### config.mk
export PLATFORM = sky130hd
export DESIGN_NAME = sbdu_time
export DESIGN_NICKNAME = d
export VERILOG_FILES = /design/src/rtl/core/sbdu_pkg.sv /design/src/rtl/core/sbdu_time.sv
export SDC_FILE = /design/constraint.sdc
export NUM_CORES = 2
export LEC_CHECK = 0
export BUFFER_PORTS_ARGS = -buffer_cell sky130_fd_sc_hd__buf_2
export CAP_MARGIN = 15
export CORE_MARGIN = 2
export CORE_UTILIZATION = 35
export CTS_BUF_LIST = sky130_fd_sc_hd__clkbuf_4 sky130_fd_sc_hd__clkbuf_8 sky130_fd_sc_hd__clkbuf_16
export DETAILED_ROUTE_END_ITERATION = 12
export GPL_TIMING_DRIVEN = 1
export PLACE_DENSITY = 0.46
export SLEW_MARGIN = 20
export SYNTH_ARGS = -nofsm -noshare
export SYNTH_HDL_FRONTEND = slang
export SYNTH_SLANG_ARGS = --single-unit
### constraint.sdc
create_clock -name i_clk -period 14.1 [get_ports i_clk]
set_input_delay 0.705 -clock i_clk [delete_from_list [all_inputs] [get_ports i_clk]]
set_output_delay 0.705 -clock i_clk [all_outputs]
set_load 0.1 [all_outputs]
### src/rtl/core/sbdu_pkg.sv
// Shared types, constants and saturation helper for the sheared box update.
`default_nettype none

package sbdu_pkg;

    localparam int MAX_SHIFTS_DEF = 8;
    localparam int NUM_LANES      = 6;
    localparam int WORD_W         = 32;
    localparam int STEP_W         = 48;
    localparam int CFG_IDX_W      = 3;
    localparam int CFG_DATA_W     = 64;
    localparam int TIME_W         = 81;

    // Element slots of the lower-triangular box
    localparam int E_XX = 0;
    localparam int E_YX = 1;
    localparam int E_YY = 2;
    localparam int E_ZX = 3;
    localparam int E_ZY = 4;
    localparam int E_ZZ = 5;

    localparam logic [WORD_W-1:0] WORD_MAX = 32'h7fff_ffff;
    localparam logic [WORD_W-1:0] WORD_MIN = 32'h8000_0000;

    // Growth magnitude ceiling, 2^33 in Q16.16
    localparam logic [33:0] GROW_CLAMP = 34'h2_0000_0000;

    typedef enum logic [CFG_IDX_W-1:0] {
        REG_RATE_XX_YX = 3'd0,
        REG_RATE_YY_ZX = 3'd1,
        REG_RATE_ZY_ZZ = 3'd2,
        REG_REF_XX_YX  = 3'd3,
        REG_REF_YY_ZX  = 3'd4,
        REG_REF_ZY_ZZ  = 3'd5,
        REG_TIME_STEP  = 3'd6,
        REG_FIRST_STEP = 3'd7
    } t_reg_idx;

    typedef logic [NUM_LANES-1:0][WORD_W-1:0] t_box;

    typedef struct packed {
        logic              done;
        logic              neg;
        logic [TIME_W-1:0] mag;
    } t_time_res;

    typedef struct packed {
        logic done;
        logic ovf;
    } t_lane_stat;

    typedef struct packed {
        logic done;
        logic ovf;
    } t_fix_res;

    typedef struct packed {
        logic              ovf;
        logic [WORD_W-1:0] val;
    } t_sat;

    // Sign-extend a box word to the 36-bit working width
    function automatic logic signed [35:0] sx36(input logic [WORD_W-1:0] a);
        return $signed({{4{a[WORD_W-1]}}, a});
    endfunction

    // Clamp a 36-bit signed value to 32 bits and report the clamp
    function automatic t_sat sat32(input logic signed [35:0] v);
        t_sat r;
        r.ovf = !((&v[35:31]) || !(|v[35:31]));
        if (r.ovf) begin
            r.val = v[35] ? WORD_MIN : WORD_MAX;
        end else begin
            r.val = v[31:0];
        end
        return r;
    endfunction

endpackage

`default_nettype wire

### src/rtl/core/sbdu_time.sv
// Elapsed-time unit: signed step count and its magnitude times the time step.
`default_nettype none

module sbdu_time (
    input  wire logic                          i_clk,
    input  wire logic                          i_rst_n,
    input  wire logic                          i_start,
    input  wire logic [sbdu_pkg::STEP_W-1:0]   i_step,
    input  wire logic [sbdu_pkg::STEP_W-1:0]   i_first,
    input  wire logic [sbdu_pkg::WORD_W-1:0]   i_dt,
    output sbdu_pkg::t_time_res                o_res
);

    logic [3:0]        r_vld;
    logic [49:0]       r_n;
    logic              r_neg;
    logic [48:0]       r_abs;
    logic [63:0]       r_p0;
    logic [48:0]       r_p1;
    logic [sbdu_pkg::TIME_W-1:0] r_mag;

    // Advance the stage valids
    always_ff @(posedge i_clk) begin
        if (!i_rst_n) begin
            r_vld <= '0;
        end else begin
            r_vld <= {r_vld[2:0], i_start};
        end
    end

    // Step count, magnitude, two partial products, then the merge
    always_ff @(posedge i_clk) begin
        r_n   <= {2'b00, i_step} + 50'd1 - {2'b00, i_first};
        r_neg <= r_n[49];
        r_abs <= r_n[49] ? 49'(-r_n) : r_n[48:0];
        r_p0  <= r_abs[31:0] * i_dt;
        r_p1  <= r_abs[48:32] * i_dt;
        r_mag <= {17'b0, r_p0} + {r_p1, 32'b0};
    end

    assign o_res.done = r_vld[3];
    assign o_res.neg  = r_neg;
    assign o_res.mag  = r_mag;

endmodule

`default_nettype wire

# Word level (Yosys, flattened, before mapping)
# Index checks and enable logic that the tools add are counted.
[totals]
regBits = 298
inputBits = 131
wordCells = 14
[classes]
add_sub_neg = 4
multipliers = 2
mux = 1
[ops]
columns = ["cell", "n"]
rows = [
  ["64-bit by 81-bit adder with 81-bit output", 1],
  ["32-bit by 32-bit multiplier with 64-bit output", 1],
  ["49-bit by 48-bit subtractor with 50-bit output", 1],
  ["48-bit by 1-bit adder with 49-bit output (second input constant)", 1],
  ["17-bit by 32-bit multiplier with 49-bit output", 1],
  ["49-bit 2-to-1 mux", 1],
  ["49-bit negator", 1],
]

# Logic depth before layout (Yosys ltp)
[logic_depth]
ltp_word = 2
depth_mapped = 28
ltp_nobuf = 26

# Worst setup path after synthesis
# No wires, ideal clock.
[synth_timing]
kind = "input to register"
startpoint = "input port i_dt[5] (netlist bit)"
endpoint = "register r_p0[61]"
setup_ns = 0.121
arrival_time_ns = 7.588
required_ns = 13.979
path_slack_ns = 6.391
stages = 25
path_cell_list = "clkbuf_1 > and2_1 > fa_1 > fa_1 > fa_1 > inv_1 > fa_1 > inv_1 > fa_1 > inv_1 > fa_1 > inv_1 > fa_1 > fa_1 > ha_1 > clkbuf_1 > and3_1 > a221oi_1 > a2111oi_0 > a21oi_1 > o21ai_0 > a41oi_1 > o21ai_0 > a21oi_1 > xnor2_1"
[synth_via]
elab_chain_len = 1
[synth_rtl]
columns = ["element", "line_no", "text"]
rows = [
  ["start: declaration", "sbdu_time.sv:10", "input wire logic [sbdu_pkg::WORD_W-1:0] i_dt,"],
  ["32-bit by 32-bit multiplier with 64-bit output", "sbdu_time.sv:36", "r_p0 <= r_abs[31:0] * i_dt;"],
  ["end signal: assignment", "sbdu_time.sv:36", ""],
  ["end: declaration", "sbdu_time.sv:18", "logic [63:0] r_p0;"],
]
# No other way between the ends.
# A chain may end at the register's enable or synchronous reset.

# Worst setup path after layout
[layout_timing]
startpoint = "input port i_dt[6] (netlist bit)"
endpoint = "register r_p0[47]"
# The elaborated chain is that of the path after synthesis.

==> results list <==
* Max transition margin: 24.1%
* Final critical-path share of the clock period: 62.7%
* Total of cells resized after clock tree synthesis: 0
* Clock sink total: 298
* Placer's final routability congestion estimate: 0.879
- Data on the critical path arrives at its endpoint at 9.37 ns.
- Worst-path maximum fanout: 49
* Number of warnings printed during yosys synthesis: 0
- Cell taking the most area after synthesis: sky130_fd_sc_hd__fa_1
- The floorplan step set the die height to between 400 and 500 µm.
* Floorplan die area: around 180000 µm²
- Total cell area at the placement stage: 65700 µm²
- At the pin with the least slew margin, the transition time is approximately 1.1 ns.
- The min-delay analysis places its worst path in the category primary input to flip-flop.
- Area share of the largest cell type after synthesis: between 40% and 50%
* Number of enable-type register cells in the synthesized netlist: 0
- Unrepaired setup endpoints after global routing: false
- The initial utilization of the core area, before any placement, comes to 35.1%.
- Endpoint type of the worst setup path: flip-flop
- Each instance of the synthesized netlist takes up on average 9.08 µm².
- Residual antenna-violating net count after detailed routing: 0
- Setup-failing EPs final: 0
- DRC Markers: 0
- Level count of the clock H-tree: 2
* Buffer levels on the longest clock path: 3
* Maximum operating frequency: about 0.11 GHz
- The flow ran to the end, and the final reports show no timing, DRC or antenna violations.
* I/O pin cnt: 214
- The floorplan has 155 rows.
* Hold Violations, Final: 0
- Number of buffers created by CTS: 42
* Required @ worst endpoint: 14.62 ns
- In this run the cell area of the synthesized design comes to roughly 62000 µm².
* Master cell of the clock root buffer: sky130_fd_sc_hd__clkbuf_16
- Clock tree from TritonCTS: yes
- Sum of overflow across all layers after global routing: 0
- After synthesis, the share of flip-flops with an asynchronous set or reset is 0%.
* Share of final-layout standard cells stronger than drive strength 1: roughly 5.8%
- The number of different library cells used by synthesis comes to 70.
* Number of buffers inserted to repair setup after CTS: 0
- Kind of launch point of the worst setup path: primary input
* Post-layout net count: 8847
- After technology mapping, the gate count stands at 6882.
- The critical path is of the primary input to flip-flop type.
* Horizontal die dimension: 426 µm
- Max-cap check violation count: 0
* Post-Place Worst Slack: 4.65 ns
- Number of global-route vias before repair: 49984
* Yosys reg bits: around 300
- Clock skew on the completed layout was measured at a little over 0.04 ns.
- Starting DRT DRC Count: roughly 2400
- Number of buffers added to fix hold violations after cts: 0
- Combined global-route utilization of all metal layers: 21.1%
- By count the netlist is led by 1402 x sky130_fd_sc_hd__inv_1, 1348 x sky130_fd_sc_hd__fa_1, 978 x sky130_fd_sc_hd__nand2_1.
- The most used flip-flop cell after synthesis is sky130_fd_sc_hd__dfxtp_1.
- The first global-routing pass estimated 296 mm of wire.
* Estimated wirelength of the detail-placed design: 141 mm
- The first TritonRoute pass finished after 5 iterations.
- The total area inside the core boundary comes to 178000 µm².
- Summed area of non-filler cells in the final layout: 67300 µm²
* Clock edge transition at the registers on the reported setup and hold paths: approximately 0.080 ns
- Port Buffer Count: ~210
- Drt via density: 4.91
* Synth area leaders: sky130_fd_sc_hd__fa_1 43%, sky130_fd_sc_hd__ha_1 10%, sky130_fd_sc_hd__dfxtp_1 9.5%
- Skew-Pair Late Insertion Delay: 0.64 ns
- The final max-slew violation count was 0.
* Slack of the critical path: 5.26 ns
- In the final routed layout, each cell accounts on average for 20.0 µm.
- Relative to the synthesized area, the layout overhead comes to 7.75%.
- The number of antenna violations at the first check in global routing came to 17.
- The worst path in the final design needs a cycle of 8.84 ns, including I/O delays and setup.
* Final Routed Wirelength: 185 mm
- When the netlist entered floorplanning its net count stood at between 8000 and 9000.
- Pin count of the biggest net entering global routing: between 50 and 60
* Part of the Yosys area used for sequential elements: 9.55%
- Most instantiated library cell after synthesis: sky130_fd_sc_hd__inv_1
* Post-Route Setup TNS: 0 ns
* Total via count in the routed design: 45393
## final cells by class
class,count,area (µm²)
fillers,18205,111000
multi-input cells,4814,49900
flip-flops and latches,298,5970
clock buffers,59,1270
diodes,1,2.50
clock inverters,18,309
inverters,1402,5260
well taps,2355,2950
repair buffers,296,1690
## logic make-up (layout without fill, tap and decap cells)
family | Yosys count | after routing | synth area share, %
multiplexers | 8 | 8 | 0.128
AO/OA/AOI/OAI | 616 | 616 | 6.32
AND/OR/NAND/NOR | 2096 | 2096 | 16.6
flip-flops | 298 | 298 | 9.55
XOR/XNOR | 232 | 232 | 3.25
other | 0 | 1 | 0
buffers and inverters | 1770 | 1775 | 10.6
adder cells (fa/ha/maj) | 1862 | 1862 | 53.5
## path summary, 6_finish.rpt
kind / startpoint / end / slack, ns / cells after the start
worst min-delay path: i_start / r_vld[0] / 0.30 / 2
worst min register to register: r_p0[14] / r_mag[14] / 0.32 / 0
worst max register to register: r_abs[12] / r_p0[47] / 5.40 / 23
worst max-delay path: i_dt[6] / r_p0[47] / 5.26 / 23
## cells in the final DEF, fill, tap and decap left out, types with 8 or more instances in the layout
cell,n
sky130_fd_sc_hd__bufinv_16,8
sky130_fd_sc_hd__a21oi_1,191
sky130_fd_sc_hd__nand2_1,978
sky130_fd_sc_hd__a21o_1,112
sky130_fd_sc_hd__nor2_1,116
sky130_fd_sc_hd__mux2i_1,8
sky130_fd_sc_hd__buf_2,213
sky130_fd_sc_hd__nor2b_1,25
sky130_fd_sc_hd__and2_1,756
sky130_fd_sc_hd__o31ai_1,19
sky130_fd_sc_hd__a211oi_1,11
sky130_fd_sc_hd__inv_1,1402
sky130_fd_sc_hd__or3_1,11
sky130_fd_sc_hd__or4_1,12
sky130_fd_sc_hd__o21bai_1,23
sky130_fd_sc_hd__nand4_1,38
sky130_fd_sc_hd__clkbuf_16,45
sky130_fd_sc_hd__fa_1,1348
sky130_fd_sc_hd__o21ai_0,116
sky130_fd_sc_hd__nor4_1,9
sky130_fd_sc_hd__o41ai_1,11
sky130_fd_sc_hd__o21a_1,18
sky130_fd_sc_hd__a31oi_1,23
sky130_fd_sc_hd__nand2b_1,18
sky130_fd_sc_hd__dfxtp_1,295
sky130_fd_sc_hd__nor3_1,31
sky130_fd_sc_hd__and3_1,25
sky130_fd_sc_hd__xor2_1,69
sky130_fd_sc_hd__buf_4,83
sky130_fd_sc_hd__nand3_1,42
sky130_fd_sc_hd__xnor2_1,163
sky130_fd_sc_hd__o211ai_1,16
sky130_fd_sc_hd__ha_1,514
## per-stage QoR
| stage | util [%] | hold WS, ns | std cells |
|---|---|---|---|
| floorplan | - | 0.310 | 6882 |
| global placement | 37.0 | 0.311 | 9165 |
| detailed placement | 37.0 | 0.312 | 9165 |
| CTS | 37.9 | 0.243 | 9242 |
| global route | 37.9 | 0.280 | 9242 |
| finish | 37.9 | 0.297 | 9243 |
## sequential cells by signal, summed over array words and instances, names as in the netlist
name	count
r_p1	49
r_vld	4
r_neg	1
r_mag	81
r_p0	64
r_n	50
r_abs	49
## worst max-delay path: stages
cell and delay, ns:
sky130_fd_sc_hd__buf_2 0.79, sky130_fd_sc_hd__and2_1 0.27, sky130_fd_sc_hd__fa_1 0.44, sky130_fd_sc_hd__fa_1 0.49
sky130_fd_sc_hd__fa_1 0.55, sky130_fd_sc_hd__inv_1 0.06, sky130_fd_sc_hd__fa_1 0.47, sky130_fd_sc_hd__inv_1 0.05
sky130_fd_sc_hd__fa_1 0.49, sky130_fd_sc_hd__inv_1 0.05, sky130_fd_sc_hd__fa_1 0.54, sky130_fd_sc_hd__inv_1 0.05
sky130_fd_sc_hd__fa_1 0.49, sky130_fd_sc_hd__fa_1 0.42, sky130_fd_sc_hd__ha_1 0.45, sky130_fd_sc_hd__and3_1 0.20
sky130_fd_sc_hd__a221oi_1 0.09, sky130_fd_sc_hd__a2111oi_0 0.71, sky130_fd_sc_hd__a21oi_1 0.26, sky130_fd_sc_hd__o21ai_0 0.52
sky130_fd_sc_hd__a41oi_1 0.50, sky130_fd_sc_hd__o21ai_0 0.42, sky130_fd_sc_hd__xor2_1 0.33
## per-layer routing
layer	global-route usage (%)	share of wire, %
met5	0	0.022
met4	4.16	2.0
met3	2.48	4.6
met2	36.8	49
met1	28.2	44
Power is left out: the tool's default activity adds up to more than one toggle a clock period on the data nets, which glitch-free logic cannot reach.
