File: src/rtl/core/sbdu_pkg.sv
// Shared types, constants and saturation helper for the sheared box update.
`default_nettype none

package sbdu_pkg;

    localparam int MAX_SHIFTS_DEF = 8;
    localparam int NUM_LANES      = 6;
    localparam int WORD_W         = 32;
    localparam int STEP_W         = 48;
    localparam int CFG_IDX_W      = 3;
    localparam int CFG_DATA_W     = 64;
    localparam int TIME_W         = 81;

    // Element slots of the lower-triangular box
    localparam int E_XX = 0;
    localparam int E_YX = 1;
    localparam int E_YY = 2;
    localparam int E_ZX = 3;
    localparam int E_ZY = 4;
    localparam int E_ZZ = 5;

    localparam logic [WORD_W-1:0] WORD_MAX = 32'h7fff_ffff;
    localparam logic [WORD_W-1:0] WORD_MIN = 32'h8000_0000;

    // Growth magnitude ceiling, 2^33 in Q16.16
    localparam logic [33:0] GROW_CLAMP = 34'h2_0000_0000;

    typedef enum logic [CFG_IDX_W-1:0] {
        REG_RATE_XX_YX = 3'd0,
        REG_RATE_YY_ZX = 3'd1,
        REG_RATE_ZY_ZZ = 3'd2,
        REG_REF_XX_YX  = 3'd3,
        REG_REF_YY_ZX  = 3'd4,
        REG_REF_ZY_ZZ  = 3'd5,
        REG_TIME_STEP  = 3'd6,
        REG_FIRST_STEP = 3'd7
    } t_reg_idx;

    typedef logic [NUM_LANES-1:0][WORD_W-1:0] t_box;

    typedef struct packed {
        logic              done;
        logic              neg;
        logic [TIME_W-1:0] mag;
    } t_time_res;

    typedef struct packed {
        logic done;
        logic ovf;
    } t_lane_stat;

    typedef struct packed {
        logic done;
        logic ovf;
    } t_fix_res;

    typedef struct packed {
        logic              ovf;
        logic [WORD_W-1:0] val;
    } t_sat;

    // Sign-extend a box word to the 36-bit working width
    function automatic logic signed [35:0] sx36(input logic [WORD_W-1:0] a);
        return $signed({{4{a[WORD_W-1]}}, a});
    endfunction

    // Clamp a 36-bit signed value to 32 bits and report the clamp
    function automatic t_sat sat32(input logic signed [35:0] v);
        t_sat r;
        r.ovf = !((&v[35:31]) || !(|v[35:31]));
        if (r.ovf) begin
            r.val = v[35] ? WORD_MIN : WORD_MAX;
        end else begin
            r.val = v[31:0];
        end
        return r;
    endfunction

endpackage

`default_nettype wire

File: src/rtl/core/sbdu_lane.sv
// One box element lane: rate times elapsed time, rounding, clamp and reference add.
`default_nettype none

module sbdu_lane (
    input  wire logic                          i_clk,
    input  wire logic                          i_rst_n,
    input  wire logic                          i_start,
    input  wire logic [sbdu_pkg::TIME_W-1:0]   i_mag,
    input  wire logic                          i_neg,
    input  wire logic [sbdu_pkg::WORD_W-1:0]   i_rate,
    input  wire logic [sbdu_pkg::WORD_W-1:0]   i_ref,
    input  wire logic [sbdu_pkg::WORD_W-1:0]   i_orig,
    output sbdu_pkg::t_lane_stat               o_stat,
    output logic [sbdu_pkg::WORD_W-1:0]        o_val
);

    // Lane step numbers
    localparam logic [2:0] LS_ACC0 = 3'd1;
    localparam logic [2:0] LS_ACC1 = 3'd2;
    localparam logic [2:0] LS_ACC2 = 3'd3;
    localparam logic [2:0] LS_MAG  = 3'd4;
    localparam logic [2:0] LS_SIGN = 3'd5;
    localparam logic [2:0] LS_LAST = 3'd6;

    logic               r_act;
    logic [2:0]         r_cnt;
    logic               r_done;
    logic               r_neg;
    logic               r_zero;
    logic [31:0]        r_mr;
    logic [31:0]        w_chunk;
    logic [63:0]        r_pp;
    logic [32:0]        r_carry;
    logic [64:0]        w_sum;
    logic [31:0]        r_w1;
    logic [48:0]        r_hi;
    logic [33:0]        r_gmag;
    logic signed [34:0] r_grow;
    logic signed [35:0] w_tot;
    sbdu_pkg::t_sat     w_sat;
    logic [31:0]        r_val;
    logic               r_ovf;

    // Sequence the lane steps
    always_ff @(posedge i_clk) begin
        if (!i_rst_n) begin
            r_act  <= 1'b0;
            r_cnt  <= '0;
            r_done <= 1'b0;
        end else begin
            r_done <= r_act && (r_cnt == LS_LAST);
            if (i_start) begin
                r_act <= 1'b1;
                r_cnt <= '0;
            end else if (r_act) begin
                r_cnt <= r_cnt + 3'd1;
                if (r_cnt == LS_LAST) begin
                    r_act <= 1'b0;
                end
            end
        end
    end

    // Pick the 32-bit slice of the time product for this step
    always_comb begin
        case (r_cnt)
            3'd0:    w_chunk = i_mag[31:0];
            3'd1:    w_chunk = i_mag[63:32];
            default: w_chunk = {15'b0, i_mag[80:64]};
        endcase
    end

    assign w_sum = {32'b0, r_carry} + {1'b0, r_pp};
    assign w_tot = sbdu_pkg::sx36(i_ref) + 36'(r_grow);
    assign w_sat = sbdu_pkg::sat32(w_tot);

    // Multiply, accumulate, round and add the reference
    always_ff @(posedge i_clk) begin
        if (i_start) begin
            r_neg   <= i_neg ^ i_rate[31];
            r_mr    <= i_rate[31] ? -i_rate : i_rate;
            r_zero  <= (i_rate == '0);
            r_carry <= '0;
        end else if (r_act) begin
            if (r_cnt <= LS_ACC1) begin
                r_pp <= w_chunk * r_mr;
            end
            if (r_cnt >= LS_ACC0 && r_cnt <= LS_ACC2) begin
                r_carry <= w_sum[64:32];
            end
            if (r_cnt == LS_ACC1) begin
                r_w1 <= w_sum[31:0];
            end
            if (r_cnt == LS_ACC2) begin
                r_hi <= w_sum[48:0];
            end
            if (r_cnt == LS_MAG) begin
                // Round half away from zero at bit 40, clamp to 2^33
                r_gmag <= (|r_hi[48:9]) ? sbdu_pkg::GROW_CLAMP
                        : {1'b0, r_hi[8:0], r_w1[31:8]} + 34'(r_w1[7]);
            end
            if (r_cnt == LS_SIGN) begin
                r_grow <= r_neg ? -$signed({1'b0, r_gmag}) : $signed({1'b0, r_gmag});
            end
            if (r_cnt == LS_LAST) begin
                r_val <= r_zero ? i_orig : w_sat.val;
                r_ovf <= !r_zero && w_sat.ovf;
            end
        end
    end

    assign o_stat.done = r_done;
    assign o_stat.ovf  = r_ovf;
    assign o_val       = r_val;

endmodule

`default_nettype wire

File: config.mk
export PLATFORM = sky130hd
export DESIGN_NAME = sbdu_lane
export DESIGN_NICKNAME = d
export VERILOG_FILES = /design/src/rtl/core/sbdu_pkg.sv /design/src/rtl/core/sbdu_lane.sv
export SDC_FILE = /design/constraint.sdc
export NUM_CORES = 2
export LEC_CHECK = 0
export BUFFER_PORTS_ARGS = -buffer_cell sky130_fd_sc_hd__buf_2
export CAP_MARGIN = 20
export CORE_ASPECT_RATIO = 0.5
export CORE_MARGIN = 4
export CORE_UTILIZATION = 50
export DETAILED_ROUTE_END_ITERATION = 10
export PLACE_DENSITY = 0.69
export SLEW_MARGIN = 20
export SYNTH_ARGS = -nofsm -noshare
export SYNTH_HDL_FRONTEND = slang
export SYNTH_SLANG_ARGS = --single-unit
File: constraint.sdc
create_clock -name i_clk -period 7.98 [get_ports i_clk]
set_clock_uncertainty 0.1 [all_clocks]
set_input_delay 0.798 -clock i_clk [delete_from_list [all_inputs] [get_ports i_clk]]
set_output_delay 0.798 -clock i_clk [all_outputs]
set_load 0.01 [all_outputs]
# After elaboration in Yosys (flattened, before gate mapping)
# Index checks and enable logic that the tools add are counted.
dict set report totals {
  ff_bits 319
  out_inout_bits 34
  inputBits 181
  word_cells 64
}
dict set report op_classes {
  mux 9
  add_sub_neg 6
  n_bitwise 3
  n_eq_ne 6
  magnitude_cmp 3
  multipliers 1
  reduce_logical 20
}
# operator count
set ops {}
lappend ops {{2-to-1 mux 32 bit} 3}
lappend ops {{adder 33 x 64 -> 65 bit} 1}
lappend ops {{multiplier 32 x 32 -> 64 bit} 1}
lappend ops {{case mux 32 bit (2 select lines)} 1}
lappend ops {{OR reduction 40 bit} 1}
lappend ops {{adder 32 x 35 -> 36 bit} 1}
lappend ops {{negator 34 -> 35 bit} 1}
lappend ops {{adder 33 x 1 -> 34 bit} 1}
lappend ops {{2-to-1 mux 34 bit} 1}
lappend ops {{zero test 32 bit} 1}
lappend ops {{negator 32 bit} 1}
lappend ops {{2-to-1 mux 31 bit} 1}
lappend ops {{AND reduction 3 bit} 6}
lappend ops {{equality test 3 bit, second input constant} 3}
lappend ops {{equality test 3 x 2 -> 1 bit, second input constant} 2}
lappend ops {{<= comparator 3 x 2 -> 1 bit, second input constant} 2}
lappend ops {{AND reduction 5 bit} 1}
lappend ops {{OR reduction 5 bit} 1}
lappend ops {{adder 3 x 1 -> 3 bit, second input constant} 1}
lappend ops {{equality test 3 x 1 -> 1 bit, second input constant} 1}
lappend ops {{greater-or-equal comparator 3 x 1 -> 1 bit, second input constant} 1}
lappend ops {{logical AND 1 bit} 3}
lappend ops {{zero test 1 bit} 3}
lappend ops {{zero test 3 bit} 1}
lappend ops {{other kinds (6)} 9}

# Longest topological paths before layout
dict set report logic_depth {
  word_depth 6
  depth_mapped 38
  depth_no_buf 34
}

# Least setup slack after synthesis
# Ideal clock, no wire load.
dict set report synth_path {
  path_kind {register -> register}
  start {register r_cnt[0]}
  end {register r_pp[63] (data pin)}
  path_stages_with_launch 34
  path_buffers 4
  arrival_ns 8.484
  path_slack_ns -0.862
  cell_sequence {dfxtp_1 > inv_1 > ha_1 > nor2b_1 > clkbuf_1 > nor2_1 > clkbuf_1 > nand2_1 > nand2_1 > clkbuf_1 > nand2_1 > fa_1 > fa_1 > inv_1 > fa_1 > fa_1 > fa_1 > fa_1 > fa_1 > inv_1 > fa_1 > inv_1 > ha_1 > buf_2 > nand2_1 > nor3_1 > nand3_1 > or3_1 > o21a_1 > o41ai_2 > a21oi_2 > o41a_1 > o21ai_1 > xnor2_1}
}
dict set report synth_between {
  elab_chain_len 3
  elab_cells_between_ends 4
  cone_classes {mul: 1; eq/ne: 1; mux: 1; reduce/logical: 1}
}
# item line
set synth_lines {}
lappend synth_lines {{start: declaration} sbdu_lane.sv:26} ;# logic [2:0] r_cnt;
lappend synth_lines {{start signal: assignment} sbdu_lane.sv:56} ;# r_cnt <= r_cnt + 3'd1;
lappend synth_lines {{equality test 3 x 1 -> 1 bit / zero test 3 bit (equally long branches)} sbdu_lane.sv:66} ;# case (r_cnt)
lappend synth_lines {{case mux 32 bit (2 select lines) (*)} sbdu_lane.sv:66}
lappend synth_lines {{multiplier 32 x 32 -> 64 bit (*)} sbdu_lane.sv:86} ;# r_pp <= w_chunk * r_mr;
lappend synth_lines {{end signal: assignment} sbdu_lane.sv:86}
lappend synth_lines {{end: declaration} sbdu_lane.sv:32} ;# logic [63:0] r_pp;
# Every way passes the cells marked *; elsewhere a longest branch is shown, timed or not.
# A chain may end at the register's enable or synchronous reset.

# Worst setup path in the final report
dict set report layout_path {
  start {register r_cnt[0]}
  end {register r_pp[58] (data pin)}
}
# Same word-level chain as after synthesis.

==> impl_metrics.ini <==
[status]
status = complete, but fails checks
failed_checks = setup timing

[sta]
final-hold-violation-count = 0
tightest_slew_ns = 1.03
setup_violations = 41
fmax_mhz = 116
rsz0062_at_grt = yes
fin_setup_tns_ns = -15.88
max_slew_margin = 0.315
slew_viol_final = 0
setup_slack_ns = -0.672
timing.final.crit_share = 1.08
finalCriticalPeriod_ns = 8.65

[worst_setup_path]
worst_setup_path_end_kind = flip-flop
cp_common_cell = fa_1
worst-path-buf-inv = 12
worstPathRequired_ns = 8.23
critical_path_depth = 34
critPathTopFamily = adder cells
arrival_ns = 8.90
crit_path_start_kind = flip-flop
worstSetupPathType = reg -> reg
critPathSlowestCell = fa_2
slowest_delay_ns = 0.60
path_max_fanout = 13
reg2reg_depth = 34

[placement]
place.gp.congestion = 0.949
io_buffers = 214
dp_hpwl_um = 113000
place_inst = 6846

[worst_hold_path]
hold_depth = 1
worst_hold_path_type = in -> reg

[routing]
post-route-drc-count = 0
wire_per_inst_um = 19.6
drtIter0Drc = 2979
vias = 37700
via_per_inst = 5.42
dr.pass1.iters = 6
routed_wirelength_um = 136000
ant_nets = 0

[floorplanning]
pin_count = 215
rows = 81
start_util = 0.509
die_y_um = 232
dieArea_um2 = 106000
core_um2 = 98700
die_x_um = 456

[cells_and_area]
drive_gt1_frac = 0.173
synthToLayoutAreaGrowth_pct = 15.9
final_cells = 6953
nFillCells = 8238
nNetsFinal = 7019
most-common-layout-cells = inv_1, fa_1, nand2_1
final_common_cell = inv_1

[clocking]
clk_latency_ns = 0.61
cts_tree = done
cts_root_buf = clkbuf_16
clockBufferDepth = 3
htreeDepth = 1
cts_buffers = 30
cts_sinks = 312
clk_pin_slew_worst_paths_ns = 0.07

[synth]
ys_seq_elements = 312
yosysWarnings = 0
synth.largest_area_cell = fa_1
yosysSeqAreaShare = 0.179
synth_cell_types = 89
ys_async_sr_fraction = 0
synth_top_area_share = 0.358
synth_edf_count = 274
synth_cells = 5198
synth-main-ff-cell = edfxtp_1
synth.avg_cell_area_um2 = 9.66
synth_area_leaders = fa_1, edfxtp_1, ha_1, and2_1, inv_1
netlist_area_um2 = 50200
synth_nets = 6617

[global_route]
grt_pass1_wl_um = 219000
grt_pass1_vias = 40200
overflow = 0
grt_antenna_before_repair = 5
grt_usage = 0.261
grt_max_degree = 66

[run]
max-cap-violations = 0
-- cell usage after synthesis, drive strengths merged, types with 18 or more instances --
cell type and count:
or3 26, nand2b 22, a211oi 47, nand4 34
a21oi 143, edfxtp 274, inv 947, fa 898
o31ai 20, a22oi 18, nand2 603, and2 607
o21ai 93, clkbuf 244, o21bai 18, nor3 37
a221o 33, buf 23, nor2b 22, a21o 69
nand3 42, nor2 159, xnor2 161, and3 21
xor2 79, ha 340, nor4 28, dfxtp 38
-- cells by family after synthesis --
group / after synthesis / synth area share
buf+inv: 1214 / 0.0918
xor+xnor: 240 / 0.0419
simple gates: 1637 / 0.165
flops: 312 / 0.179
fa+ha+maj: 1238 / 0.443
compound gates: 553 / 0.0788
mux: 4 / 0.000822
-- through the flow --
step                      hold slack (ns)  setup WS [ns]   util  area (um^2)
after global routing                0.306         -0.906  0.590        58200
after detailed placement            0.375         -0.857  0.564        55700
after global placement              0.376         -0.738  0.564        55700
final                               0.331         -0.672  0.590        58200
after floorplan                     0.352         -0.136      -        51000
after CTS                           0.286         -0.679  0.586        57900
-- area by class of cell --
| cell class | count | area (um^2) | share of cell area |
|---|---|---|---|
| Inverter | 947 | 3550 | 0.0610 |
| Timing Repair Buffer | 635 | 5000 | 0.0859 |
| Sequential cell | 312 | 9000 | 0.154 |
| Clock inverter | 19 | 211 | 0.00363 |
| Antenna cell | 1 | 2.50 | 0.0000430 |
| Multi-Input combinational cell | 3674 | 38000 | 0.652 |
| Clock buffer | 37 | 807 | 0.0139 |
| Tap cell | 1328 | 1660 | 0.0285 |
-- state kept, by name, indices dropped and copies added, names as in the netlist --
| register | flops |
|---|---|
| r_done | 1 |
| r_w1 | 25 |
| r_act | 1 |
| r_neg | 1 |
| r_zero | 1 |
| r_gmag | 34 |
| r_ovf | 1 |
| r_cnt | 3 |
| r_grow | 35 |
| r_pp | 64 |
| o_val | 32 |
| r_mr | 32 |
| r_carry | 33 |
| r_hi | 49 |
-- worst paths after layout --
kind,slack [ns],endpoint,startpoint
max,-0.67,r_pp[58]$_DFFE_PP_,r_cnt[0]$_SDFFE_PP0P_
min,0.33,r_mr[0]$_DFFE_PP_,i_rate[0]
max reg2reg,-0.67,r_pp[58]$_DFFE_PP_,r_cnt[0]$_SDFFE_PP0P_
min reg2reg,0.39,r_carry[32]$_SDFFE_PP0P_,r_carry[32]$_SDFFE_PP0P_
-- timing repair --
action,in CTS,in global routing
endpoints found under the setup margin,44,47
pin swaps,76,43
setup buffers,37,8
hold buffers,0,0
resized for setup,154,56
cloned,6,0
-- metal layers --
layer,GRT usage,wire [um]
met5,0,14
met4,0.0671,3600
met3,0.0491,10700
met2,0.419,62400
met1,0.368,59400
-- worst register-to-register path, delay by kind of cell (launching register included) --
kind | cells | cell delay, ns
adders and majority gates | 10 | 4.40
and+or+nand+nor | 5 | 0.92
AOI/OAI and AO/OA | 6 | 1.10
buffers and inverters | 12 | 1.46
DFF | 1 | 0.36
xor gates and xnor gates | 1 | 0.08
Power is not shown: default switching activity piles up to over one toggle a cycle in this logic, so the estimate is an artifact.
