`config.mk`:
```
export PLATFORM = sky130hd
export DESIGN_NAME = sbdu_fix
export DESIGN_NICKNAME = d
export VERILOG_FILES = /design/src/rtl/core/sbdu_pkg.sv /design/src/rtl/core/sbdu_fix.sv
export SDC_FILE = /design/constraint.sdc
export NUM_CORES = 1
export LEC_CHECK = 0
export BUFFER_PORTS_ARGS = -buffer_cell sky130_fd_sc_hd__buf_2
export CORE_AREA = 2 2 229 231
export CTS_CLUSTER_SIZE = 12
export DETAILED_ROUTE_END_ITERATION = 10
export DIE_AREA = 0 0 231 233
export PLACE_DENSITY = 0.68
export SLEW_MARGIN = 20
export SYNTH_ARGS = -nofsm -noshare
export SYNTH_HDL_FRONTEND = slang
export SYNTH_SLANG_ARGS = --single-unit
```
`constraint.sdc`:
```
create_clock -name i_clk -period 24.5 [get_ports i_clk]
set_input_delay 1.225 -clock i_clk [delete_from_list [all_inputs] [get_ports i_clk]]
set_output_delay 1.225 -clock i_clk [all_outputs]
set_load 0.02 [all_outputs]
```
`src/rtl/core/sbdu_pkg.sv`:
```
// Shared types, constants and saturation helper for the sheared box update.
`default_nettype none

package sbdu_pkg;

    localparam int MAX_SHIFTS_DEF = 8;
    localparam int NUM_LANES      = 6;
    localparam int WORD_W         = 32;
    localparam int STEP_W         = 48;
    localparam int CFG_IDX_W      = 3;
    localparam int CFG_DATA_W     = 64;
    localparam int TIME_W         = 81;

    // Element slots of the lower-triangular box
    localparam int E_XX = 0;
    localparam int E_YX = 1;
    localparam int E_YY = 2;
    localparam int E_ZX = 3;
    localparam int E_ZY = 4;
    localparam int E_ZZ = 5;

    localparam logic [WORD_W-1:0] WORD_MAX = 32'h7fff_ffff;
    localparam logic [WORD_W-1:0] WORD_MIN = 32'h8000_0000;

    // Growth magnitude ceiling, 2^33 in Q16.16
    localparam logic [33:0] GROW_CLAMP = 34'h2_0000_0000;

    typedef enum logic [CFG_IDX_W-1:0] {
        REG_RATE_XX_YX = 3'd0,
        REG_RATE_YY_ZX = 3'd1,
        REG_RATE_ZY_ZZ = 3'd2,
        REG_REF_XX_YX  = 3'd3,
        REG_REF_YY_ZX  = 3'd4,
        REG_REF_ZY_ZZ  = 3'd5,
        REG_TIME_STEP  = 3'd6,
        REG_FIRST_STEP = 3'd7
    } t_reg_idx;

    typedef logic [NUM_LANES-1:0][WORD_W-1:0] t_box;

    typedef struct packed {
        logic              done;
        logic              neg;
        logic [TIME_W-1:0] mag;
    } t_time_res;

    typedef struct packed {
        logic done;
        logic ovf;
    } t_lane_stat;

    typedef struct packed {
        logic done;
        logic ovf;
    } t_fix_res;

    typedef struct packed {
        logic              ovf;
        logic [WORD_W-1:0] val;
    } t_sat;

    // Sign-extend a box word to the 36-bit working width
    function automatic logic signed [35:0] sx36(input logic [WORD_W-1:0] a);
        return $signed({{4{a[WORD_W-1]}}, a});
    endfunction

    // Clamp a 36-bit signed value to 32 bits and report the clamp
    function automatic t_sat sat32(input logic signed [35:0] v);
        t_sat r;
        r.ovf = !((&v[35:31]) || !(|v[35:31]));
        if (r.ovf) begin
            r.val = v[35] ? WORD_MIN : WORD_MAX;
        end else begin
            r.val = v[31:0];
        end
        return r;
    endfunction

endpackage

`default_nettype wire

```
`src/rtl/core/sbdu_fix.sv`:
```
// Merge stage: off-diagonal drift correction by row shifts, one shift per cycle.
`default_nettype none

module sbdu_fix #(
    parameter int MAX_SHIFTS = sbdu_pkg::MAX_SHIFTS_DEF
) (
    input  wire logic           i_clk,
    input  wire logic           i_rst_n,
    input  wire logic           i_start,
    input  wire sbdu_pkg::t_box i_box,
    input  wire sbdu_pkg::t_box i_orig,
    input  wire logic           i_ovf,
    output sbdu_pkg::t_fix_res  o_res,
    output sbdu_pkg::t_box      o_box
);

    localparam int CW = $clog2(MAX_SHIFTS + 1);

    typedef enum logic [3:0] {
        F_IDLE = 4'b0001,
        F_YX   = 4'b0010,
        F_ZY   = 4'b0100,
        F_ZX   = 4'b1000
    } t_fix_state;

    t_fix_state         r_st, n_st;
    logic               r_add, n_add;
    logic [CW-1:0]      r_cnt, n_cnt;
    sbdu_pkg::t_box     r_box, n_box;
    logic               r_ovf, n_ovf;

    logic [31:0]        w_a;
    logic [31:0]        w_b;
    logic [31:0]        w_o;
    logic [32:0]        w_d;
    logic signed [33:0] w_d2;
    logic signed [33:0] w_g;
    logic               w_sub;
    logic               w_addt;
    logic               w_test;
    sbdu_pkg::t_sat     w_main;
    sbdu_pkg::t_sat     w_side;

    // Select the entry under test and the diagonal of its source row
    always_comb begin
        unique case (r_st)
            F_ZY: begin
                w_a = r_box[sbdu_pkg::E_ZY];
                w_b = r_box[sbdu_pkg::E_YY];
                w_o = i_orig[sbdu_pkg::E_ZY];
            end
            F_ZX: begin
                w_a = r_box[sbdu_pkg::E_ZX];
                w_b = r_box[sbdu_pkg::E_XX];
                w_o = i_orig[sbdu_pkg::E_ZX];
            end
            default: begin
                w_a = r_box[sbdu_pkg::E_YX];
                w_b = r_box[sbdu_pkg::E_XX];
                w_o = i_orig[sbdu_pkg::E_YX];
            end
        endcase
    end

    // Drift test: 2*D against the diagonal, exactly
    assign w_d    = {w_a[31], w_a} - {w_o[31], w_o};
    assign w_d2   = $signed({w_d, 1'b0});
    assign w_g    = $signed({{2{w_b[31]}}, w_b});
    assign w_sub  = w_d2 > w_g;
    assign w_addt = w_d2 < -w_g;
    assign w_test = r_add ? w_addt : w_sub;

    // Row shift candidates: entry against diagonal, and zx against yx for the zy step
    assign w_main = r_add ? sbdu_pkg::sat32(sbdu_pkg::sx36(w_a) + sbdu_pkg::sx36(w_b))
                          : sbdu_pkg::sat32(sbdu_pkg::sx36(w_a) - sbdu_pkg::sx36(w_b));
    assign w_side = r_add
        ? sbdu_pkg::sat32(sbdu_pkg::sx36(r_box[sbdu_pkg::E_ZX])
                          + sbdu_pkg::sx36(r_box[sbdu_pkg::E_YX]))
        : sbdu_pkg::sat32(sbdu_pkg::sx36(r_box[sbdu_pkg::E_ZX])
                          - sbdu_pkg::sx36(r_box[sbdu_pkg::E_YX]));

    // Next state of the correction sequencer
    always_comb begin
        n_st  = r_st;
        n_add = r_add;
        n_cnt = r_cnt;
        n_box = r_box;
        n_ovf = r_ovf;
        if (i_start) begin
            n_st  = F_YX;
            n_add = 1'b0;
            n_cnt = '0;
            n_box = i_box;
            n_ovf = i_ovf;
        end else if (r_st != F_IDLE) begin
            if (w_test && (r_cnt != CW'(MAX_SHIFTS))) begin
                // Apply one row shift
                n_cnt = r_cnt + CW'(1);
                n_ovf = r_ovf | w_main.ovf;
                unique case (r_st)
                    F_YX: n_box[sbdu_pkg::E_YX] = w_main.val;
                    F_ZY: begin
                        n_box[sbdu_pkg::E_ZY] = w_main.val;
                        n_box[sbdu_pkg::E_ZX] = w_side.val;
                        n_ovf = r_ovf | w_main.ovf | w_side.ovf;
                    end
                    F_ZX: n_box[sbdu_pkg::E_ZX] = w_main.val;
                    default: n_box = r_box;
                endcase
            end else if (!w_test && !r_add) begin
                // Subtractions done, try additions
                n_add = 1'b1;
            end else begin
                // Entry finished, or shift limit reached with the test still true
                if (w_test) begin
                    n_ovf = 1'b1;
                end
                n_add = 1'b0;
                n_cnt = '0;
                unique case (r_st)
                    F_YX:    n_st = F_ZY;
                    F_ZY:    n_st = F_ZX;
                    default: n_st = F_IDLE;
                endcase
            end
        end
    end

    // Hold control state
    always_ff @(posedge i_clk) begin
        if (!i_rst_n) begin
            r_st  <= F_IDLE;
            r_add <= 1'b0;
            r_cnt <= '0;
        end else begin
            r_st  <= n_st;
            r_add <= n_add;
            r_cnt <= n_cnt;
        end
    end

    // Hold the working box
    always_ff @(posedge i_clk) begin
        r_box <= n_box;
        r_ovf <= n_ovf;
    end

    assign o_res.done = (r_st == F_IDLE);
    assign o_res.ovf  = r_ovf;
    assign o_box      = r_box;

endmodule

`default_nettype wire

```
**Yosys cells after proc, flatten, opt, wreduce, memory -nomap -nowiden**

Index checks and enable logic that the tools add are counted.

- Latch bits: 0
- Bits in registers: 202
- Logic and storage cells: 108
- Memory bits (read-only): 0
- Input port bits: 388
- Memories kept: 0
- Output and inout port bits: 194
- Bits in writable memories: 0

- Multiply operators: 0
- Reduce and logical (&&, ||, !) cells: 39
- Mux-type cells: 34
- Shift operators: 0
- Divide/modulo/power cells: 0
- Bitwise logic cells: 5
- Order comparisons: 2
- Eq/ne operators: 10
- Add/subtract/negate cells: 7

Operators with widths:

| operator | number |
|---|---|
| two-way mux 32 bit | 11 |
| two-way mux 160 bit | 2 |
| two-way mux 192 bit | 1 |
| case mux 32 bit (2 select lines) | 3 |
| subtractor 32 x 32 -> 33 bit | 3 |
| adder 32 x 32 -> 33 bit | 2 |
| two-way mux 33 bit | 2 |
| > comparator 34 x 32 -> 1 bit | 1 |
| < comparator 34 bit | 1 |
| negation 32 -> 34 bit | 1 |
| AND reduction 5 bit | 4 |
| OR reduction 5 bit | 4 |
| AND reduction 3 bit | 6 |
| logical NOT 1 bit | 10 |
| two-way mux 1 bit | 8 |
| two-way mux 2 bit | 4 |
| two-way mux 4 bit | 2 |
| case mux 4 bit (2 select lines) | 1 |
| nonzero test 2 bit | 4 |
| != test 2 bit (second input constant) | 3 |
| nonzero test 3 bit | 2 |
| adder 4 x 1 -> 4 bit (second input constant) | 1 |
| equality test 4 x 1 -> 1 bit (second input constant) | 1 |
| equality test 4 x 2 -> 1 bit (second input constant) | 1 |
| 11 further kinds | 19 |

**Longest topological paths before layout**

Gate-level depths: netlist of run 1.

- Depth in word-level cells: 14
- Mapped depth: 35

**Worst setup path before layout of run 1**

No wires, ideal clock.

- Kind: reg2reg
- From: reg r_st[2]
- To: reg r_box (netlist bit o_box[32]), enable pin
- Slack: 14.941 ns
- Buffers on the path: 6
- Arrival: 9.094 ns
- Stages on the path, launching flop included: 34
- Cells stage by stage: dfxtp_1 > buf_4 > buf_6 > clkbuf_1 > clkbuf_1 > clkbuf_1 > buf_1 > a21oi_1 > o22ai_1 > a21oi_1 > ha_1 > fa_1 > inv_1 > a21oi_1 > a21oi_1 > a211oi_1 > o31ai_2 > a221o_1 > a31oi_1 > a21o_1 > a2111o_1 > o21bai_1 > xor2_1 > ha_1 > a21o_1 > a21o_1 > a21o_1 > a21o_1 > a21oi_1 > o211ai_1 > a2111oi_0 > a211oi_1 > or2_2 > o21ai_0

- Longest elaborated chain between the ends: 8

Ends and longest elaborated chain:

| element | line | RTL |
|---|---|---|
| from (decl) | sbdu_fix.sv:26 | `t_fix_state r_st, n_st;` |
| from (signal assigned) | sbdu_fix.sv:136 | `r_st <= n_st;` |
| equality test 4 bit / equality test 4 x 3 -> 1 bit (equally long branches) | sbdu_fix.sv:46 | `unique case (r_st)` |
| case mux 32 bit (2 select lines) / two-way mux 32 bit (equally long branches) | sbdu_fix.sv:46 |  |
| subtractor 32 x 32 -> 33 bit / negation 32 -> 34 bit (equally long branches) | sbdu_fix.sv:66, sbdu_fix.sv:70 |  |
| > comparator 34 x 32 -> 1 bit / < comparator 34 bit (equally long branches) | sbdu_fix.sv:69, sbdu_fix.sv:70 |  |
| two-way mux 1 bit | sbdu_fix.sv:71 | `assign w_test = r_add ? w_addt : w_sub;` |
| logical AND 1 bit | sbdu_fix.sv:96 | `if (w_test && (r_cnt != CW'(MAX_SHIFTS))) begin` |
| nonzero test 2 bit (no source line) | -- |  |
| AND reduction 3 bit (no source line) (*) | -- |  |
| to (signal assigned) | sbdu_fix.sv:144 | `r_box <= n_box;` |
| to (decl) | sbdu_fix.sv:29 | `sbdu_pkg::t_box r_box, n_box;` |

Mark *: on every way between the ends. The rest lies on a longest branch, timed or not.
A chain may end at the register's enable or synchronous reset.

**Worst setup path in the final report of run 1**

- From: reg r_st[1]
- To: reg r_box (netlist bit o_box[58]), enable pin

Same word-level chain as after synthesis.

==> results of run 1 <==
[power groups by stage]
stage	clock, µW	sequential (µW)	combinational, µW
CTS	407	615	3240
floorplan	0	688	2220
global route	420	628	3620
global placement	0	619	3180
finish	401	620	3320
detailed placement	0	622	3220
[metrics by stage]
stage	hold slack [ps]	cell area [µm²]
CTS	509	26700
global placement	465	25800
global route	550	26700
detailed placement	502	25800
floorplan	454	22900
finish	519	26700
[synthesized netlist by cell type (14+ instances only)]
| master | count |
|---|---|
| clkbuf_1 | 132 |
| buf_2 | 18 |
| o211ai_1 | 46 |
| o21bai_1 | 34 |
| or3_1 | 76 |
| a211oi_1 | 57 |
| a32oi_1 | 14 |
| o31ai_1 | 27 |
| nand3_1 | 44 |
| ha_1 | 224 |
| nor2_1 | 219 |
| nand2b_1 | 21 |
| o22ai_1 | 14 |
| mux2i_1 | 37 |
| o21ai_0 | 218 |
| nand4_1 | 27 |
| a31oi_1 | 22 |
| edfxtp_1 | 193 |
| nor3_1 | 79 |
| o21a_1 | 28 |
| or2_2 | 17 |
| a21o_1 | 80 |
| xnor2_1 | 109 |
| o21ai_1 | 15 |
| nor2b_1 | 31 |
| a21oi_1 | 329 |
| a221o_1 | 15 |
| and2_1 | 109 |
| xor2_1 | 19 |
| nand2_1 | 113 |
| nor4_1 | 26 |
| and3_1 | 21 |
| inv_1 | 206 |
[cells by family after synthesis]
| kind of cell | after synthesis | synth area share [%] |
|---|---|---|
| AOI/OAI and AO/OA | 1035 | 28.9 |
| xor gates and xnor gates | 128 | 4.89 |
| adders and majority gates | 231 | 12.7 |
| buffers and inverters | 377 | 6.40 |
| DFF | 202 | 26.0 |
| muxes | 46 | 2.12 |
| and+or+nand+nor | 831 | 18.9 |
[layer usage]
metal,up-vias,part of all wire [%],track usage (%)
met5,-,0,0
met4,0,3.1,9.80
met3,151,8.2,4.95
met2,1135,45,52.0
met1,11356,44,44.6
li1,11302,-,-
[worst reg2reg max path: cells and delay by family, from the launching register on]
| kind | cells | cell delay [ps] |
|---|---|---|
| AOI/OAI and AO/OA | 19 | 4030 |
| buffers and inverters | 4 | 1660 |
| and+or+nand+nor | 4 | 1600 |
| adders and majority gates | 2 | 760 |
| DFF | 1 | 310 |
| xor gates and xnor gates | 1 | 290 |
[cell type report]
cell class / instances / area share (%)
sequential: 202 / 22.4
clock inverter: 17 / 0.815
antenna: 1 / 0.00937
inverter: 210 / 2.95
clock buffer: 29 / 2.48
tap: 680 / 3.18
timing repair buffer: 516 / 9.99
multi-input combinational: 2271 / 58.2
[flip-flops by register name, summed over array words and instances, names as in the netlist]
name,cells
o_box,192
r_add,1
r_cnt,4
r_st,4
r_ovf,1
[path summary, 6_finish.rpt]
| kind | startpoint | end | slack, ps |
|---|---|---|---|
| setup / recovery | r_st[1] | o_box[58] | 15470 |
| hold / removal | r_cnt[3] | r_cnt[3] | 520 |
| hold reg to reg | r_cnt[3] | r_cnt[3] | 520 |
| setup reg to reg | r_st[1] | o_box[58] | 15470 |
==> impl_metrics.py, run 1 <==
metrics = {
    "power": {
        "leakage_uw": 0.0115,
        "power.share.switching_pct": 54.7,
        "ir_worst_vdd_uv": 66.1,
        "p_int_uw": 1970,
        "clockPowerShare_pct": 9.2,
        "seqPwrFrac_pct": 14.3,
        "p_switching_uw": 2380,
        "power_frac_comb_pct": 76.5,
        "report.power.total_uw": 4340,
        "power_density_nw_per_um2": 163,
    },
    "worst_setup_path": {
        "cpLargestDelayFamily": "compound AO/OA/AOI/OAI gates",
        "cp-start-kind": "flip-flop",
        "endpoint_kind": "flip-flop",
        "slowest_delay_ps": 710,
        "cp_common_cell": "a21o_1",
        "path_max_fanout": 84,
        "critical_path_class": "flip-flop to flip-flop",
        "crit_slowest_cell": "a21oi_1",
        "cp.arrival_ps": 9230,
        "required_ps": 24700,
        "cp_num_cells": 30,
        "reg2regPathDepth": 30,
        "path_buf_inv": 4,
    },
    "routing": {
        "drt-initial-drc-count": 2115,
        "vias": 23944,
        "ant_nets": 0,
        "viasPerCell": 6.10,
        "drc": 0,
        "routed_wl_um": 90300,
        "firstDrtPassIters": 5,
        "wl_per_cell_um": 23.0,
    },
    "global_route": {
        "grt_start_max_net_pins": 98,
        "grt_pass1_vias": 22818,
        "antenna_found_initial": 3,
        "gr-total-overflow": 0,
        "grt_usage_pct": 32.3,
        "grt_pass1_wl_um": 134000,
    },
    "run": {
        "max-cap-violations": 0,
    },
    "cells_and_area": {
        "multiInputGateArea_um2": 15500,
        "regArea_um2": 5980,
        "most-common-layout-cells": "484 x buf_2, 329 x a21oi_1, 224 x ha_1",
        "final_common_cell": "buf_2",
        "area_growth_pct": 16.5,
        "fin_cells": 3926,
        "fillCellCount": 4951,
        "layout.nets": 3844,
        "drive_above_1_share_pct": 19.4,
        "finalCoreUtilization_pct": 52.3,
    },
    "yosys": {
        "ys_seq_elements": 202,
        "async_reset_ff_share_pct": 0,
        "synthCells": 2850,
        "synth_nets": 3467,
        "yosysSeqAreaShare_pct": 26.0,
        "yosys.area.top_type": "edfxtp_1",
        "synth.distinct_cells": 103,
        "yosysWarningCount": 0,
        "synth_edf_count": 193,
        "synth_top_flop_cell": "edfxtp_1",
        "synthTopCellsByArea": "edfxtp_1 25%, ha_1 12%, a21oi_1 7.2%, o21ai_0 4.8%, xnor2_1 4.2%",
        "avgSynthCellArea_um2": 8.05,
        "syn-cell-area_um2": 22900,
        "synth_top_area_share_pct": 25.3,
    },
    "floorplan": {
        "dieArea_um2": 53800,
        "io_pins": 582,
        "placeableCoreArea_um2": 51100,
        "rows": 83,
        "die_w_um": 231,
        "initial_core_util_pct": 44.9,
        "die_y_um": 233,
    },
    "timing": {
        "rsz0062_at_grt": "false",
        "worstMarginPinSlew_ps": 1170,
        "finalCriticalPeriod_ps": 9030,
        "hold_viol": 0,
        "timing_max_transition_violations_final": 0,
        "finClkSkew_ps": 22.9,
        "period_share_pct": 36.8,
        "slew_headroom_pct": 21.7,
        "setup_tns_ps": 0,
        "timing.final.ws_setup_ps": 15470,
        "setup_viol": 0,
        "fmax_ghz": 0.111,
    },
    "run_status": {
        "status": "completed",
    },
    "clocking": {
        "tritoncts": "yes",
        "cts_buffer_depth": 3,
        "ctsHoldBuffers": 0,
        "cts_setup_buffers": 0,
        "cts-root-buf": "clkbuf_16",
        "clock_latency_ps": 580,
        "ctsResizeCount": 0,
        "clk_pin_slew_ps": 60,
        "cts_made_buffers": 26,
        "h-tree-depth": 1,
        "numClockSinks": 202,
    },
    "place": {
        "dp_hpwl_um": 71200,
        "placed_cells": 3879,
        "dpl_worst_slack_ps": 15440,
        "portBuffers": 485,
        "gp_congestion": 0.980,
    },
    "hold_path": {
        "hold_depth": 2,
        "min_path_type": "flip-flop to flip-flop",
    },
}
(Power assumes the default switching activity.)
==> inputs of run 2 (changes only) <==
CORE_AREA = 2 2 224 226   (was 2 2 229 231)
DIE_AREA = 0 0 226 228   (was 0 0 231 233)
PLACE_DENSITY = 0.74   (was 0.68)
clock period = 7.6 ns   (was 24.5 ns; I/O delays follow)
==> impl_metrics.py, run 2 (synthesis gave the netlist of run 1 again) <==
metrics = {
    "power": {
        "power.share.switching_pct": 53.8,
        "power_density_nw_per_um2": 514,
        "leakage_uw": 0.0118,
        "ir_worst_vdd_uv": 215,
        "clockPowerShare_pct": 8.2,
        "power_frac_comb_pct": 77.5,
        "seqPwrFrac_pct": 14.3,
        "p_int_uw": 6470,
        "p_switching_uw": 7530,
    },
    "worst_setup_path": {
        "r2r-start": "r_st[1]",
        "cp-start-kind": "flip-flop",
        "slowest_delay_ps": 440,
        "cp-startpoint": "r_st[1]",
        "endpoint_kind": "flip-flop",
        "required_ps": 7860,
        "cp.arrival_ps": 7400,
        "critical_path_class": "flip-flop to flip-flop",
        "cp_common_cell": "a21oi_1",
        "path_max_fanout": 21,
        "crit_slowest_cell": "a2111o_1",
    },
    "cells_and_area": {
        "area_growth_pct": 18.8,
        "drive_above_1_share_pct": 21.1,
        "final_common_cell": "buf_2",
        "layout.nets": 3917,
        "most-common-layout-cells": "484 x buf_2, 329 x a21oi_1, 224 x ha_1",
        "largest_reg_flops": 192,
    },
    "routing": {
        "ant_nets": 0,
        "wl_per_cell_um": 21.3,
        "drc": 0,
        "viasPerCell": 5.99,
        "drt-initial-drc-count": 2557,
        "vias": 23931,
        "firstDrtPassIters": 6,
        "routed_wl_um": 85100,
    },
    "timing": {
        "finalCriticalPeriod_ps": 7130,
        "setup_tns_ps": 0,
        "period_share_pct": 93.8,
        "rsz0062_at_grt": "false",
        "holdWs_ps": 32.2,
        "worstMarginPinSlew_ps": 1070,
        "slew_headroom_pct": 28.6,
        "hold_viol": 0,
        "finClkSkew_ps": 7.85,
        "timing_max_transition_violations_final": 0,
        "setup_viol": 0,
        "fmax_ghz": 0.140,
    },
    "hold_path": {
        "min_path_type": "input port to flip-flop",
        "hp-start": "i_rst_n",
    },
    "place": {
        "portBuffers": 485,
        "dp_hpwl_um": 68400,
        "gp_congestion": 0.976,
    },
    "clocking": {
        "clock_latency_ps": 560,
        "h-tree-depth": 1,
        "cts-root-buf": "clkbuf_16",
        "clk_pin_slew_ps": 60,
        "cts_buffer_depth": 3,
        "numClockSinks": 202,
        "tritoncts": "yes",
        "cts_made_buffers": 25,
    },
    "global_route": {
        "grt_usage_pct": 32.0,
        "gr-total-overflow": 0,
        "antenna_found_initial": 4,
        "met2_usage_pct": 50.2,
        "use_met3_pct": 4.96,
        "busiest_layer": "met2",
        "grt_pass1_wl_um": 128000,
        "grt_pass1_vias": 22284,
        "use_met1_pct": 44.5,
        "grt_start_max_net_pins": 95,
    },
    "floorplan": {
        "io_pins": 582,
        "die_y_um": 228,
        "dieArea_um2": 51500,
        "die_w_um": 226,
        "placeableCoreArea_um2": 49300,
        "initial_core_util_pct": 46.5,
        "rows": 82,
    },
    "run": {
        "max-cap-violations": 0,
    },
    "run_status": {
        "status": "completed",
    },
}
run 2: changes by cell type in the layout (fill, tap and decap cells not counted), moves of 2 or more:
cell	before	now
buf_4	31	98
bufinv_16	4	1
clkinvlp_4	2	4
clkbuf_1	3	5
buf_12	0	7
run 2: metal layers:
layer / vias up / part of all wire [%]
li1: 11451 / -
met1: 11130 / 43
met2: 1194 / 44
met3: 154 / 9.2
met4: 2 / 3.7
met5: - / 0.014
run 2: per-stage QoR:
stage / power (µW) / cell area (µm²) / std cells / util, % / setup WS [ps]
2_1_floorplan: 9390 / 23000 / 2850 / - / 5.48
3_3_place_gp: 12400 / 26400 / 3938 / 53.5 / 409
3_5_place_dp: 12500 / 26400 / 3938 / 53.5 / 338
4_1_cts: 13700 / 27200 / 3983 / 55.1 / 317
5_1_grt: 15100 / 27300 / 3992 / 55.2 / 85.1
6_report: 14000 / 27300 / 3992 / 55.2 / 469
run 2: final cells by class:
type | count | area (µm²)
Sequential cell | 202 | 5980
Fill cell | 4768 | 22100
Timing Repair Buffer | 590 | 3310
Inverter | 210 | 788
Multi-Input combinational cell | 2271 | 15600
Clock buffer | 30 | 644
Clock inverter | 15 | 121
Antenna cell | 2 | 5.00
Tap cell | 672 | 841
run 2: power by group through the flow:
| stage | Combinational, µW | Clock (µW) | Sequential, µW |
|---|---|---|---|
| CTS | 10600 | 1170 | 1990 |
| finish | 10900 | 1150 | 2000 |
| detailed placement | 10500 | 0 | 2010 |
| global route | 11800 | 1210 | 2020 |
| global placement | 10400 | 0 | 2000 |
| floorplan | 7170 | 0 | 2220 |
run 2: worst paths after layout:
path | end | slack [ps] | cells past startpoint
max | o_box[117] | 470 | 29
min | r_st[0] | 30 | 2
min reg2reg | r_cnt[3] | 500 | 2
max reg2reg | o_box[117] | 470 | 29
run 2: timing repair:
item / 4_1_cts / 5_1_grt
endpoints found under the setup margin: 0 / 97
buffers inserted: 0 / 7
gates resized for setup: 0 / 5
hold buffers: 0 / 0
run 2: critical path, delay by kind of cell (launching register included):
kind / cells / cell delay, ps
adders and majority gates: 3 / 1060
buffers and inverters: 2 / 290
and+or+nand+nor: 7 / 1620
AOI/OAI and AO/OA: 17 / 3520
DFF: 1 / 310
